`config.mk`:
```
export PLATFORM = sky130hd
export DESIGN_NAME = sabs_queue
export DESIGN_NICKNAME = d
export VERILOG_FILES = /design/src/hw/rtl/sabs_pkg.sv /design/src/hw/rtl/sabs_queue.sv
export SDC_FILE = /design/constraint.sdc
export NUM_CORES = 1
export LEC_CHECK = 0
export BUFFER_PORTS_ARGS = -buffer_cell sky130_fd_sc_hd__buf_2
export CAP_MARGIN = 20
export CORE_ASPECT_RATIO = 0.5
export CORE_UTILIZATION = 28
export CTS_BUF_LIST = sky130_fd_sc_hd__clkbuf_8
export DETAILED_ROUTE_END_ITERATION = 12
export GPL_ROUTABILITY_DRIVEN = 0
export PLACE_DENSITY = 0.55
export SETUP_SLACK_MARGIN = 0.5
export SLEW_MARGIN = 40
export SYNTH_ARGS = -nofsm -noshare
export SYNTH_HDL_FRONTEND = slang
export SYNTH_SLANG_ARGS = --single-unit
```
`constraint.sdc`:
```
create_clock -name i_clk -period 2.4 [get_ports i_clk]
set_clock_uncertainty 0.15 [all_clocks]
set_input_delay 0.12 -clock i_clk [delete_from_list [all_inputs] [get_ports i_clk]]
set_output_delay 0.12 -clock i_clk [all_outputs]
set_load 0.01 [all_outputs]
```
`src/hw/rtl/sabs_pkg.sv`:
```
// ----------------------------------------------------------------------------
// sabs_pkg
// Shared types, constants and helpers for the sorted array binary search block.
// ----------------------------------------------------------------------------
package sabs_pkg;

    localparam int DEPTH      = 1024;
    localparam int DATA_WIDTH = 32;
    localparam int ADDR_W     = (DEPTH > 1) ? $clog2(DEPTH) : 1;
    localparam int CNT_W      = $clog2(DEPTH + 1);
    localparam int SE_W       = CNT_W + 1;   // signed search bounds, down to -1
    localparam int VALUE_W    = 32;
    localparam int POS_W      = 10;
    localparam int IN_DATA_W  = 40;
    localparam int OUT_DATA_W = 16;

    typedef enum logic [1:0] {
        CMD_APPEND = 2'd0,
        CMD_CLEAR  = 2'd1,
        CMD_SEARCH = 2'd2
    } t_cmd;

    typedef enum logic [1:0] {
        MODE_ANY   = 2'd0,
        MODE_FIRST = 2'd1,
        MODE_LAST  = 2'd2
    } t_mode;

    typedef enum logic [1:0] {
        ST_IDLE,
        ST_PROBE,
        ST_CMP,
        ST_OUT
    } t_state;

    typedef struct packed {
        t_cmd                  cmd;
        logic [DATA_WIDTH-1:0] value;
    } t_item;

    // Keep the low min(32, DATA_WIDTH) bits, sign extended to DATA_WIDTH.
    function automatic logic [DATA_WIDTH-1:0] to_word(input logic [VALUE_W-1:0] raw);
        logic [DATA_WIDTH-1:0] w;
        w = '0;
        for (int i = 0; i < DATA_WIDTH; i++) begin
            w[i] = (i < VALUE_W) ? raw[i] : raw[VALUE_W-1];
        end
        return w;
    endfunction

    // Report an index in its low POS_W bits.
    function automatic logic [POS_W-1:0] to_pos(input logic [ADDR_W-1:0] a);
        logic [POS_W-1:0] p;
        p = '0;
        for (int i = 0; i < POS_W; i++) begin
            p[i] = (i < ADDR_W) ? a[i] : 1'b0;
        end
        return p;
    endfunction

endpackage

```
`src/hw/rtl/sabs_queue.sv`:
```
// ----------------------------------------------------------------------------
// sabs_queue
// Two-entry FIFO of decoded commands between the front and the back end.
// ----------------------------------------------------------------------------
module sabs_queue (
    input  logic           i_clk,
    input  logic           i_rst_n,
    input  logic           i_push,
    input  sabs_pkg::t_item i_item,
    output logic           o_full,
    input  logic           i_pop,
    output logic           o_empty,
    output sabs_pkg::t_item o_item
);
    import sabs_pkg::*;

    t_item       r_entry [2];
    logic        r_wptr, n_wptr;
    logic        r_rptr, n_rptr;
    logic [1:0]  r_fill, n_fill;
    logic        w_push, w_pop;

    assign o_full  = (r_fill == 2'd2);
    assign o_empty = (r_fill == 2'd0);
    assign o_item  = r_entry[r_rptr];
    assign w_push  = i_push && !o_full;
    assign w_pop   = i_pop && !o_empty;

    always_comb begin
        n_wptr = w_push ? ~r_wptr : r_wptr;
        n_rptr = w_pop  ? ~r_rptr : r_rptr;
        n_fill = r_fill + {1'b0, w_push} - {1'b0, w_pop};
    end

    always_ff @(posedge i_clk) begin
        if (!i_rst_n) begin
            r_wptr <= 1'b0;
            r_rptr <= 1'b0;
            r_fill <= 2'd0;
        end else begin
            r_wptr <= n_wptr;
            r_rptr <= n_rptr;
            r_fill <= n_fill;
        end
    end

    always_ff @(posedge i_clk) begin
        if (w_push) begin
            r_entry[r_wptr] <= i_item;
        end
    end

endmodule

```
==> out/metrics.cfg <==
[setup_path]
reg2regPathDepth=7
crit_top_cell=ha_1
crit_path_end=r_fill[1]
cp-end-kind=register
worstPathRequired_ps=2520
start_kind=register
r2r_end=r_fill[1]
crit_arrival_ps=1860
crit_start=r_fill[1]
rrSetupSlack_ps=650
critical_path.cell_chain=o21a_1, ha_1, inv_1, ha_1, xor2_1, and2_1, nor3_1
critical_path_class=reg2reg
slowest_delay_ps=370
cp_max_fo=5
regToRegStartpoint=r_fill[1]
slowest_stage=dfxtp_1

[sta]
finalCritPeriodShare_pct=72.73
maxSlewHeadroom_pct=68.77
rsz0062_at_grt=no
fin_hold_ws_ps=84.64
finalSetupViolations=0
drv_slew=0
fmax_mhz=572.9
tightest_slew_ps=468.4
finalSetupTns_ps=0
fin_crit_ps=1745
hold_viol_final=0

[floorplan]
rows=25
die_w_um=144.5
coreArea_um2=9634
initial_core_util_pct=29.51
io_pins=74
die_height_um=73.25
die-area_um2=10580

[grt]
grt_pass1_wl_mm=7.638
antenna_found_initial=0
grt_pass1_vias=1608
overflow=0
grt_use_total_pct=10.01
grt_max_degree=35

[final_layout]
layout-drive-gt1-share_pct=50.78
postLayoutCoreUtil_pct=40.88
area_growth_pct=38.56
diodes=0
fin_nets=293
final_common_cell=buf_2
layout_common_cells=buf_2, edfxtp_1, dlygate4sd3_1, mux2_4, clkbuf_8

[clocking]
cts_tree=built
root_buffer=clkbuf_8
postCtsSetupBuffers=0
clock-sinks=73
clockBufferDepth=2
clock_latency_ps=340
htreeDepth=3
cts-buffers-inserted=9
clk_pin_slew_ps=70

[synthesis]
syn_avg_cell_area_um2=21.37
syn_area_um2=2843
synth_seq_cells=73
synth_cell_types=18
synth_nets=173
synthCells=133
netlist.top_cell.by_area=edfxtp_1
yosysWarnings=0
synthTopCellsByArea=edfxtp_1, mux2_4, dfxtp_1
synth_seq_area_share_pct=75.35
synth_top_cell_area_share_pct=71.83

[route]
viasPerCell=3.845
vias=1511
routed_wl_mm=4.790
drc=0
drtIter0Drc=42
wire_per_inst_um=12.19
first_pass_iters=4
antenna_left=0

[power]
irDropWorstVdd_mv=0.3049
powerDensity_nw_per_um2=985.5
p_leak_nw=1.562

[status]
status=complete, no violations

[place]
dp_hpwl_mm=3.249
io_buffers=73

[run]
maxCapViolCount=0

[min_path]
whs_path_depth=4
min_path_type=in2reg

-- layer usage --
| layer | up-vias | share of wire, % | track usage, % | routed length [µm] |
|---|---|---|---|---|
| met5 | - | 0 | 0 | 0 |
| met4 | 0 | 1.5 | 3.860 | 71 |
| met3 | 8 | 4.4 | 4.302 | 210 |
| met2 | 27 | 55 | 18.54 | 2633 |
| met1 | 730 | 39 | 10.06 | 1874 |
| li1 | 746 | - | - | - |
-- logic make-up (layout without fill, tap and decap cells) --
family                   count (synthesis)  in the layout  synth area share [%]
AO/OA/AOI/OAI                            1              1                0.2642
XOR/XNOR                                 2              2                0.6163
adder cells (fa/ha/maj)                  2              2                0.8801
buffers and inverters                    7            132                 2.905
flip-flops                              73             73                 75.35
multiplexers                            35             35                 17.78
AND/OR/NAND/NOR                         13             13                 2.201
-- how the worst min path moves through the flow --
stage	from	to	slack, ps
6_report	i_pop	register	80
5_1_grt	i_pop	register	100
4_1_cts	i_push	r_wptr	20
3_5_place_dp	i_item[22]	r_entry[0][22]	160
3_3_place_gp	i_item[17]	r_entry[1][17]	160
2_1_floorplan	i_item[0]	r_entry[0][0]	70
-- synth_stat cells --
| library cell | count |
|---|---|
| ha_1 | 2 |
| buf_6 | 1 |
| buf_12 | 3 |
| nor2_1 | 5 |
| nand2b_1 | 2 |
| inv_1 | 3 |
| xnor2_1 | 1 |
| nor3_1 | 1 |
| xor2_1 | 1 |
| nand2_1 | 2 |
| mux2_4 | 30 |
| dfxtp_1 | 5 |
| mux2_2 | 4 |
| edfxtp_1 | 68 |
| and3_1 | 1 |
| and2_1 | 2 |
| o21a_1 | 1 |
| mux2i_1 | 1 |
-- metrics by stage --
step	instance area (µm²)	std cells	setup slack, ps	total power, W
2_1_floorplan	2851	133	690.6	0.002571
3_3_place_gp	3358	341	639.9	0.002858
3_5_place_dp	3358	341	542.5	0.002892
4_1_cts	3918	392	524.1	0.003939
5_1_grt	3939	393	519.8	0.004106
6_report	3939	393	654.5	0.003882
-- state kept, by name, summed over array words and instances (netlist names), named ones only --
| register | cells |
|---|---|
| r_wptr | 1 |
| r_fill | 2 |
| r_rptr | 1 |
| r_entry | 68 |
-- report_power, final --
part	leakage (nW)	internal (W)	total [W]	switching (W)
combinational	0.781	0.000621	0.00117	0.000548
sequential	0.677	0.00165	0.00172	0.0000728
clock	0.104	0.000574	0.000994	0.000420
-- area by class of cell --
type / instances / area (µm²)
fillers: 908 / 5695
flip-flops and latches: 73 / 2145
repair buffers: 113 / 768.2
multi-input cells: 53 / 636.9
well taps: 135 / 168.9
clock buffers: 9 / 123.9
clock inverters: 7 / 85.08
inverters: 3 / 11.26
-- what timing repair did --
item                                    CTS  global route
gates resized for setup                   0             3
hold buffers                             35             1
endpoints found under the hold margin    73             1
endpoints found under the setup margin    0             1
-- critical path, delay by kind of cell (launching register included) --
kind                     cells  cell delay (ps)
adder cells (fa/ha/maj)      2              440
flip-flops                   1              370
AND/OR/NAND/NOR              2              280
AO/OA/AOI/OAI                1              230
XOR/XNOR                     1              150
buffers and inverters        1               40
(Power assumes the default switching activity.)
