$ cat config.mk
export PLATFORM = sky130hd
export DESIGN_NAME = sabs_front
export DESIGN_NICKNAME = d
export VERILOG_FILES = /design/src/hw/rtl/sabs_pkg.sv /design/src/hw/rtl/sabs_front.sv
export SDC_FILE = /design/constraint.sdc
export NUM_CORES = 1
export LEC_CHECK = 0
export ABC_AREA = 1
export BUFFER_PORTS_ARGS = -buffer_cell sky130_fd_sc_hd__buf_2
export CAP_MARGIN = 20
export CELL_PAD_IN_SITES_DETAIL_PLACEMENT = 0
export CELL_PAD_IN_SITES_GLOBAL_PLACEMENT = 1
export CORE_AREA = 2 2 61 63
export CTS_BUF_LIST = sky130_fd_sc_hd__clkbuf_16
export CTS_CLUSTER_DIAMETER = 100
export CTS_CLUSTER_SIZE = 30
export DETAILED_ROUTE_END_ITERATION = 16
export DIE_AREA = 0 0 63 65
export PLACE_DENSITY = 0.81
export SLEW_MARGIN = 20
export SYNTH_ARGS = -nofsm -noshare
export SYNTH_HDL_FRONTEND = slang
export SYNTH_SLANG_ARGS = --single-unit
export TNS_END_PERCENT = 50
$ cat constraint.sdc
create_clock -name i_clk -period 7.1 [get_ports i_clk]
set_input_delay 1.065 -clock i_clk [delete_from_list [all_inputs] [get_ports i_clk]]
set_output_delay 1.065 -clock i_clk [all_outputs]
set_load 0.005 [all_outputs]
$ cat src/hw/rtl/sabs_pkg.sv
// ----------------------------------------------------------------------------
// sabs_pkg
// Shared types, constants and helpers for the sorted array binary search block.
// ----------------------------------------------------------------------------
package sabs_pkg;

    localparam int DEPTH      = 1024;
    localparam int DATA_WIDTH = 32;
    localparam int ADDR_W     = (DEPTH > 1) ? $clog2(DEPTH) : 1;
    localparam int CNT_W      = $clog2(DEPTH + 1);
    localparam int SE_W       = CNT_W + 1;   // signed search bounds, down to -1
    localparam int VALUE_W    = 32;
    localparam int POS_W      = 10;
    localparam int IN_DATA_W  = 40;
    localparam int OUT_DATA_W = 16;

    typedef enum logic [1:0] {
        CMD_APPEND = 2'd0,
        CMD_CLEAR  = 2'd1,
        CMD_SEARCH = 2'd2
    } t_cmd;

    typedef enum logic [1:0] {
        MODE_ANY   = 2'd0,
        MODE_FIRST = 2'd1,
        MODE_LAST  = 2'd2
    } t_mode;

    typedef enum logic [1:0] {
        ST_IDLE,
        ST_PROBE,
        ST_CMP,
        ST_OUT
    } t_state;

    typedef struct packed {
        t_cmd                  cmd;
        logic [DATA_WIDTH-1:0] value;
    } t_item;

    // Keep the low min(32, DATA_WIDTH) bits, sign extended to DATA_WIDTH.
    function automatic logic [DATA_WIDTH-1:0] to_word(input logic [VALUE_W-1:0] raw);
        logic [DATA_WIDTH-1:0] w;
        w = '0;
        for (int i = 0; i < DATA_WIDTH; i++) begin
            w[i] = (i < VALUE_W) ? raw[i] : raw[VALUE_W-1];
        end
        return w;
    endfunction

    // Report an index in its low POS_W bits.
    function automatic logic [POS_W-1:0] to_pos(input logic [ADDR_W-1:0] a);
        logic [POS_W-1:0] p;
        p = '0;
        for (int i = 0; i < POS_W; i++) begin
            p[i] = (i < ADDR_W) ? a[i] : 1'b0;
        end
        return p;
    endfunction

endpackage

$ cat src/hw/rtl/sabs_front.sv
// ----------------------------------------------------------------------------
// sabs_front
// Input stage: accept transactions, drop unused commands, queue the rest.
// ----------------------------------------------------------------------------
module sabs_front (
    input  logic                             i_clk,
    input  logic                             i_rst_n,
    input  logic                             i_valid,
    output logic                             o_ready,
    input  logic [sabs_pkg::IN_DATA_W-1:0]   i_data,
    output logic                             o_push,
    output sabs_pkg::t_item                  o_item,
    input  logic                             i_full
);
    import sabs_pkg::*;

    logic  r_valid, n_valid;
    t_item r_item;
    logic  w_keep;
    logic  w_take;

    always_comb begin
        case (i_data[1:0])
            CMD_APPEND, CMD_CLEAR, CMD_SEARCH: w_keep = 1'b1;
            default:                           w_keep = 1'b0;
        endcase
    end

    assign o_ready = !r_valid || !i_full;
    assign w_take  = i_valid && o_ready;
    assign o_push  = r_valid;
    assign o_item  = r_item;

    always_comb begin
        n_valid = r_valid;
        if (r_valid && !i_full) begin
            n_valid = 1'b0;
        end
        // drop the unused command code here, it never reaches the back end
        if (w_take && w_keep) begin
            n_valid = 1'b1;
        end
    end

    always_ff @(posedge i_clk) begin
        if (!i_rst_n) begin
            r_valid <= 1'b0;
        end else begin
            r_valid <= n_valid;
        end
    end

    always_ff @(posedge i_clk) begin
        if (w_take && w_keep) begin
            r_item.cmd   <= t_cmd'(i_data[1:0]);
            r_item.value <= to_word(i_data[VALUE_W+1:2]);
        end
    end

endmodule

==> impl_metrics.py, run 1 <==
metrics = {
    "status": {
        "outcome": "completed",
    },
    "final_layout": {
        "areaGrowthSynthToFinish_pct": 56.0,
        "drive_gt1_share_pct": 66.7,
        "nets": 166,
        "insertedDiodeCount": 0,
        "fillers": 325,
    },
    "clocking": {
        "cts.sinks": 35,
        "cts_tree": "done",
        "clk_latency_ns": 0.27,
        "clockRootBuffer": "clkbuf_16",
        "cts_made_buffers": 5,
        "postCtsSetupBuffers": 0,
        "clk_pin_slew_ns": 0.05,
        "cts_max_path_buffers": 2,
        "cts_resized": 0,
        "cts-hold-fix-buffers": 0,
        "htreeDepth": 2,
    },
    "floorplan": {
        "io_pins": 80,
        "die_area_um2": 4100,
        "core_um2": 3500,
        "row_count": 22,
        "die_w_um": 63,
        "initial_utilization_pct": 30.7,
        "die_y_um": 65,
    },
    "route": {
        "post_drt_wl_per_cell_um": 11.5,
        "ant_nets": 0,
        "via_per_inst": 3.89,
        "num_vias": 665,
        "initialDrtViolationCount": 12,
        "first_pass_iters": 4,
        "drt_wl_total_um": 1970,
        "route.detailed.drc": 0,
    },
    "grt": {
        "first_global_vias": 679,
        "grt_use_total_pct": 10.1,
        "grt_pass1_wl_um": 2990,
        "grt_max_degree": 35,
        "grt_overflow": 0,
        "antenna_found_initial": 0,
    },
    "critical_path": {
        "critPathRequiredTime_ns": 6.03,
        "cp-start-kind": "input port",
        "cp_data_arrival_time_ns": 1.39,
        "crit_family": "buffers and inverters",
        "crit_path_end_kind": "primary output",
        "path_class": "input port to primary output",
        "cp_slowest_cell": "buf_2",
        "critPathMostFrequentCell": "buf_2",
        "crit_chain": "buf_2 -> nand2_2 -> buf_2",
        "crit_buf_inv": 2,
        "critPathMaxFanout": 2,
        "critPathMaxStageDelay_ns": 0.13,
    },
    "yosys": {
        "synth_warnings": 0,
        "syn_area_um2": 1070,
        "syn_nets": 85,
        "synth_cell_type_count": 7,
        "ys_ff_latch": 35,
        "synth-seq-area-share_pct": 97.1,
        "syn_area_per_cell_um2": 26.2,
        "synthCells": 41,
    },
    "timing": {
        "timing.slew.headroom_pct": 61.4,
        "fin_hold_ws_ns": 0.525,
        "grt_setup_unrepaired": "false",
        "drv_slew": 0,
        "fin_crit_ns": 2.46,
        "finalSetupViolCount": 0,
        "finalCritPeriodShare_pct": 34.6,
        "setup_tns_ns": 0,
        "hold_violations": 0,
        "worstMarginPinSlew_ns": 0.577,
        "finClkSkew_ns": 0.00353,
        "fmax_mhz": 407,
    },
    "flow_run": {
        "maxCapViolCount": 0,
    },
    "power_and_ir_drop": {
        "power.density_nw_per_um2": 280,
        "irDropWorstVdd_mv": 0.141,
        "power.leakage_uw": 0.000726,
    },
    "min_path": {
        "hp-class": "register to register",
    },
    "place": {
        "dp_hpwl_um": 1490,
        "gp_congestion": 0.628,
        "port_buffers": 73,
    },
}
==> worst reg2reg max path, stage by stage (launching register included) <==
cell,delay (ns)
dfxtp_1,0.35
a21oi_4,0.50
buf_16,0.23
==> Yosys cell counts, drive strengths merged <==
library cell / instances / share of area [%]
a21oi: 2 / 1.3
dfxtp: 1 / 1.9
edfxtp: 34 / 95
inv: 1 / 0.35
nand2: 3 / 1.3
==> final timing paths <==
path	startpoint	to	slack, ns	cells after the start
max	i_full	o_ready	4.64	3
min	o_push	o_push	0.53	2
max reg2reg	o_push	o_item[16]	5.72	2
min reg2reg	o_push	o_push	0.53	2
==> report_power, final <==
group / switching, µW / internal, µW
Sequential: 2.80 / 242
Clock: 66.6 / 125
Combinational: 15.1 / 17.1
Total: 84.5 / 384
==> metrics by stage <==
stage,worst slack [ns],cell area [µm²],instances,util (%),power [µW]
floorplan,3.79,1070,41,-,256
global placement,4.61,1510,162,43.2,277
detailed placement,4.53,1510,162,43.2,279
CTS,4.65,1650,170,47.1,472
global route,4.62,1670,171,47.9,487
finish,4.64,1670,171,47.9,469
==> per-layer routing <==
metal	wire (µm)	GRT usage, %
met1	738	11.1
met2	1030	16.6
met3	167	4.34
met4	28	5.00
met5	0	0
==> sequential cells by signal, indices dropped and copies added, names as in the netlist <==
name    cells
o_item     34
o_push      1
==> cell families after synthesis <==
| family | share of synthesized area [%] |
|---|---|
| buffers and inverters | 0.350 |
| AND/OR/NAND/NOR | 1.28 |
| AO/OA/AOI/OAI | 1.28 |
| flip-flops | 97.1 |
==> area by class of cell <==
| class | count | area [µm²] | share of cell area, % |
|---|---|---|---|
| well taps | 48 | 60.1 | 3.59 |
| inverters | 1 | 3.75 | 0.224 |
| repair buffers | 74 | 393 | 23.5 |
| flip-flops and latches | 35 | 1040 | 62.2 |
| clock buffers | 5 | 125 | 7.48 |
| clock inverters | 3 | 11.3 | 0.673 |
| multi-input cells | 5 | 38.8 | 2.32 |
==> layout by cell type, fill, tap and decap left out <==
cell type / count
buf_2: 73
buf_16: 1
nand2_2: 1
dfxtp_1: 1
nand2_1: 2
a21oi_2: 1
a21oi_4: 1
inv_1: 4
clkbuf_16: 5
edfxtp_1: 34
(Power assumes the default switching activity.)
==> run 2: changes to the inputs <==
CORE_AREA = 2 2 63 65   (was 2 2 61 63)
DIE_AREA = 0 0 65 67   (was 0 0 63 65)
PLACE_DENSITY = 0.77   (was 0.81)
clock period = 2.3 ns   (was 7.1 ns; I/O delays follow)
==> run 2 against run 1 <==
- sequential share of layout area is 0.28 points higher
- critical path type is now register to register
- critical endpoint is now o_item[21]
- hold slack worse by 0.28 ns
- largest power group unchanged
- worst setup slack worse by 3.6 ns
==> impl_metrics.py, run 2 (same netlist as run 1, synthesis figures left out) <==
metrics = {
    "status": {
        "outcome": "completed",
    },
    "floorplan": {
        "die_y_um": 67,
        "core_um2": 3610,
        "die_w_um": 65,
        "io_pins": 80,
        "row_count": 22,
        "die_area_um2": 4360,
        "initial_utilization_pct": 29.7,
    },
    "critical_path": {
        "cp-start-kind": "register",
        "crit_path_end_kind": "register",
        "cp_slowest_cell": "a21oi_4",
        "crit_chain": "a21oi_4 -> buf_12",
        "rrSetupSlack_ns": 1.03,
        "critPathRequiredTime_ns": 2.27,
        "critPathMaxStageDelay_ns": 0.39,
        "r2r-start": "o_push",
        "path_class": "register to register",
        "cp_data_arrival_time_ns": 1.25,
        "setup.worst_path.start": "o_push",
        "critPathMaxFanout": 23,
    },
    "place": {
        "dp_hpwl_um": 1780,
        "port_buffers": 73,
        "gp_congestion": 0.642,
        "placedCellCount": 163,
        "pre_cts_ws_ns": 0.733,
    },
    "grt": {
        "grt_pass1_wl_um": 3190,
        "grt_max_degree": 24,
        "grt_use_total_pct": 10.5,
        "antenna_found_initial": 0,
        "grt_overflow": 0,
        "first_global_vias": 712,
    },
    "clocking": {
        "htreeDepth": 2,
        "cts.sinks": 35,
        "clockRootBuffer": "clkbuf_16",
        "cts_resized": 0,
        "clk_latency_ns": 0.27,
        "postCtsSetupBuffers": 0,
        "cts-hold-fix-buffers": 0,
        "cts_made_buffers": 5,
        "cts_tree": "done",
        "clk_pin_slew_ns": 0.05,
        "cts_max_path_buffers": 2,
    },
    "route": {
        "route.detailed.drc": 0,
        "initialDrtViolationCount": 37,
        "drt_wl_total_um": 2170,
        "first_pass_iters": 3,
        "via_per_inst": 3.94,
        "post_drt_wl_per_cell_um": 12.7,
        "num_vias": 673,
        "ant_nets": 0,
    },
    "timing": {
        "grt_setup_unrepaired": "false",
        "hold_violations": 0,
        "fin_hold_ws_ns": 0.248,
        "finalSetupViolCount": 0,
        "finClkSkew_ns": 0.00410,
        "fmax_mhz": 784,
        "timing.slew.headroom_pct": 71.2,
        "drv_slew": 0,
        "setup_tns_ns": 0,
        "fin_crit_ns": 1.27,
        "setup_ws_ns": 1.03,
        "finalCritPeriodShare_pct": 55.4,
        "worstMarginPinSlew_ns": 0.431,
    },
    "power_and_ir_drop": {
        "power.leakage_uw": 0.000715,
        "combinationalPowerShare_pct": 6.6,
        "p_clk_share_pct": 41.4,
        "power.density_nw_per_um2": 872,
        "power.share.switching_pct": 18.5,
        "p_seq_share_pct": 52.0,
        "internal-power_uw": 1180,
        "irDropWorstVdd_mv": 0.412,
        "p_sw_uw": 268,
    },
    "min_path": {
        "min-delay-start": "i_data[4]",
        "hp-class": "input port to register",
    },
    "final_layout": {
        "final_common_cell": "buf_2",
        "insertedDiodeCount": 0,
        "most-common-layout-cells": "buf_2 (73), edfxtp_1 (34), clkbuf_16 (5)",
        "fillers": 333,
        "final_util_pct": 46.2,
        "areaGrowthSynthToFinish_pct": 55.3,
        "stdcell_count": 171,
        "nets": 166,
        "drive_gt1_share_pct": 66.7,
        "largest_reg_flops": 34,
    },
    "flow_run": {
        "maxCapViolCount": 0,
    },
}
[run 2: cell count changes in the layout (fill, tap and decap cells not counted), sizes merged]
cell,delta
clkinv,+2
inv,-2
[run 2: layer usage]
| layer | global-route usage [%] | vias to the layer above | wire length, µm |
|---|---|---|---|
| li1 | - | 321 | - |
| met1 | 9.85 | 303 | 698 |
| met2 | 18.2 | 47 | 1190 |
| met3 | 5.91 | 2 | 265 |
| met4 | 5.59 | 0 | 21 |
| met5 | 0 | - | 0 |
[run 2: cell type report]
type | count | area (µm²) | area share [%]
Tap cell | 48 | 60.1 | 3.61
Clock inverter | 3 | 11.3 | 0.676
Sequential cell | 35 | 1040 | 62.5
Inverter | 1 | 3.75 | 0.225
Timing Repair Buffer | 74 | 385 | 23.1
Multi-Input combinational cell | 5 | 38.8 | 2.33
Clock buffer | 5 | 125 | 7.51
[run 2: worst max-delay path, delay by kind of cell, from the launching register on]
family / cells / cell delay, ns
buffers and inverters: 1 / 0.23
AOI/OAI and AO/OA: 1 / 0.39
DFF: 1 / 0.35
[run 2: power groups by stage]
stage | registers [µW] | logic (µW) | clock network, µW
after global placement | 765 | 96.2 | 0
after detailed placement | 768 | 99.6 | 0
after CTS | 756 | 99.4 | 624
after floorplan | 773 | 15.9 | 0
final | 755 | 96.1 | 601
after global routing | 758 | 106 | 650
[run 2: path summary, 6_finish.rpt]
| check | end | cells after the start |
|---|---|---|
| max | o_item[21] | 2 |
| max reg2reg | o_item[21] | 2 |
| min reg2reg | o_push | 2 |
| min | o_item[2] | 1 |
[run 2: metrics by stage]
stage	instance area [µm²]	total power (µW)
4_1_cts	1670	1480
3_5_place_dp	1530	868
3_3_place_gp	1530	861
2_1_floorplan	1080	789
6_report	1670	1450
5_1_grt	1670	1510
==> run 3: changes to the inputs <==
clock period = 1.2 ns   (was 2.3 ns; I/O delays follow)
==> run 3 against run 2 <==
- flip-flop and latch count is the same
- utilization grew 1.0 points
- sequential power rose by 91%
- first-iteration DRC count decreased by 57%
- critical path type unchanged
- largest cell class unchanged
- highest routed layer is now met3
==> impl_metrics.py, run 3 (same netlist as run 1, synthesis figures left out) <==
metrics = {
    "status": {
        "outcome": "completed",
    },
    "critical_path": {
        "critPathRequiredTime_ns": 1.17,
        "critPathMaxFanout": 10,
        "crit_path_end_kind": "register",
        "ff2ff_path_depth": 2,
        "r2r-start": "o_push",
        "cp-start-kind": "register",
        "rrSetupSlack_ns": 0.16,
        "path_class": "register to register",
        "r2r-end": "o_item[30]",
        "cp_data_arrival_time_ns": 1.01,
    },
    "power_and_ir_drop": {
        "irDropWorstVdd_mv": 0.919,
        "power.density_nw_per_um2": 1770,
        "power.leakage_uw": 0.000732,
        "design_power_total_uw": 3020,
    },
    "final_layout": {
        "largest_reg_flops": 34,
        "nets": 167,
        "areaGrowthSynthToFinish_pct": 58.7,
        "insertedDiodeCount": 0,
        "fillers": 329,
        "final_common_cell": "buf_2",
        "drive_gt1_share_pct": 69.4,
        "stdcell_count": 172,
        "most-common-layout-cells": "buf_2 (73), edfxtp_1 (34), clkbuf_16 (5)",
    },
    "clocking": {
        "cts-hold-fix-buffers": 0,
        "cts_max_path_buffers": 2,
        "htreeDepth": 2,
        "cts_tree": "done",
        "cts.sinks": 35,
        "postCtsSetupBuffers": 0,
        "clk_pin_slew_ns": 0.05,
        "cts_made_buffers": 5,
        "cts_resized": 0,
        "clk_latency_ns": 0.27,
        "clockRootBuffer": "clkbuf_16",
    },
    "flow_run": {
        "maxCapViolCount": 0,
    },
    "place": {
        "port_buffers": 73,
        "gp_congestion": 0.621,
        "placedCellCount": 164,
    },
    "min_path": {
        "min-delay-start": "i_data[20]",
        "min_to": "o_item[18]",
        "hp-class": "input port to register",
        "min_delay_path_depth": 1,
    },
    "floorplan": {
        "io_pins": 80,
        "core_um2": 3610,
        "die_y_um": 67,
        "initial_utilization_pct": 29.7,
        "row_count": 22,
        "die_area_um2": 4360,
        "die_w_um": 65,
    },
    "grt": {
        "grt_overflow": 0,
        "grt_pass1_wl_um": 2930,
        "antenna_found_initial": 0,
        "first_global_vias": 657,
        "grt_use_total_pct": 9.78,
        "grt_max_degree": 25,
    },
    "route": {
        "initialDrtViolationCount": 16,
        "post_drt_wl_per_cell_um": 11.3,
        "route.detailed.drc": 0,
        "via_per_inst": 3.85,
        "drt_wl_total_um": 1950,
        "num_vias": 663,
        "first_pass_iters": 3,
        "ant_nets": 0,
    },
    "timing": {
        "worstMarginPinSlew_ns": 0.158,
        "fin_crit_ns": 1.04,
        "timing.slew.headroom_pct": 89.5,
        "fmax_mhz": 961,
        "grt_setup_unrepaired": "false",
        "hold_violations": 0,
        "finalCritPeriodShare_pct": 86.7,
        "finalSetupViolCount": 0,
        "finClkSkew_ns": 0.00502,
        "drv_slew": 0,
    },
}
-- run 3: cell count changes in the layout (fill, tap and decap cells not counted), sizes merged --
cell    change
buf         +1
bufinv      +1
inv         -1
-- run 3: where the power goes --
part,leakage [µW],total [µW],switching [µW],internal [µW]
Clock,0.0000812,1390,422,966
Combinational,0.000318,188,87.1,101
Sequential,0.000332,1440,16.3,1430
Total,0.000732,3020,525,2490
-- run 3: layer usage --
metal | global-route usage [%] | part of all wire (%) | wire length [µm] | up-vias
li1 | - | - | - | 324
met1 | 9.86 | 38 | 740 | 296
met2 | 16.2 | 51 | 988 | 43
met3 | 6.08 | 11 | 221 | 0
met4 | 3.99 | 0 | 0 | 0
met5 | 0 | 0 | 0 | -
-- run 3: area by class of cell --
| cell class | instances | area, µm² | share of cell area, % |
|---|---|---|---|
| clock inverter | 3 | 38.8 | 2.28 |
| inverter | 1 | 3.75 | 0.221 |
| multi-input combinational | 5 | 38.8 | 2.28 |
| sequential | 35 | 1040 | 61.3 |
| clock buffer | 5 | 125 | 7.35 |
| tap | 48 | 60.1 | 3.53 |
| timing repair buffer | 75 | 393 | 23.1 |
-- run 3: critical path, cell delays in order (launching register included) --
cell	delay (ns)
dfxtp_2	0.34
a21oi_4	0.18
buf_4	0.21
-- run 3: worst max-delay path by stage --
stage / startpoint / end / slack, ns / depth (start not counted)
global placement: i_data[0] / o_item[30] / 0.09 / 5
CTS: o_push / o_item[30] / 0.16 / 2
finish: o_push / o_item[30] / 0.16 / 2
floorplan: o_push / o_item[0] / -0.15 / 1
detailed placement: i_data[0] / o_item[30] / 0.06 / 5
global route: o_push / o_item[30] / 0.14 / 2
-- run 3: per-stage QoR --
step	util, %	hold WS [ns]	TNS, ns	area, µm²	worst slack (ns)
after floorplan	-	0.279	-5.25	1080	-0.154
after detailed placement	42.6	0.358	0	1540	0.0568
after global placement	42.6	0.357	0	1540	0.0945
after CTS	47.2	0.0732	0	1700	0.162
final	47.2	0.0825	0	1700	0.160
after global routing	47.2	0.0656	0	1700	0.137
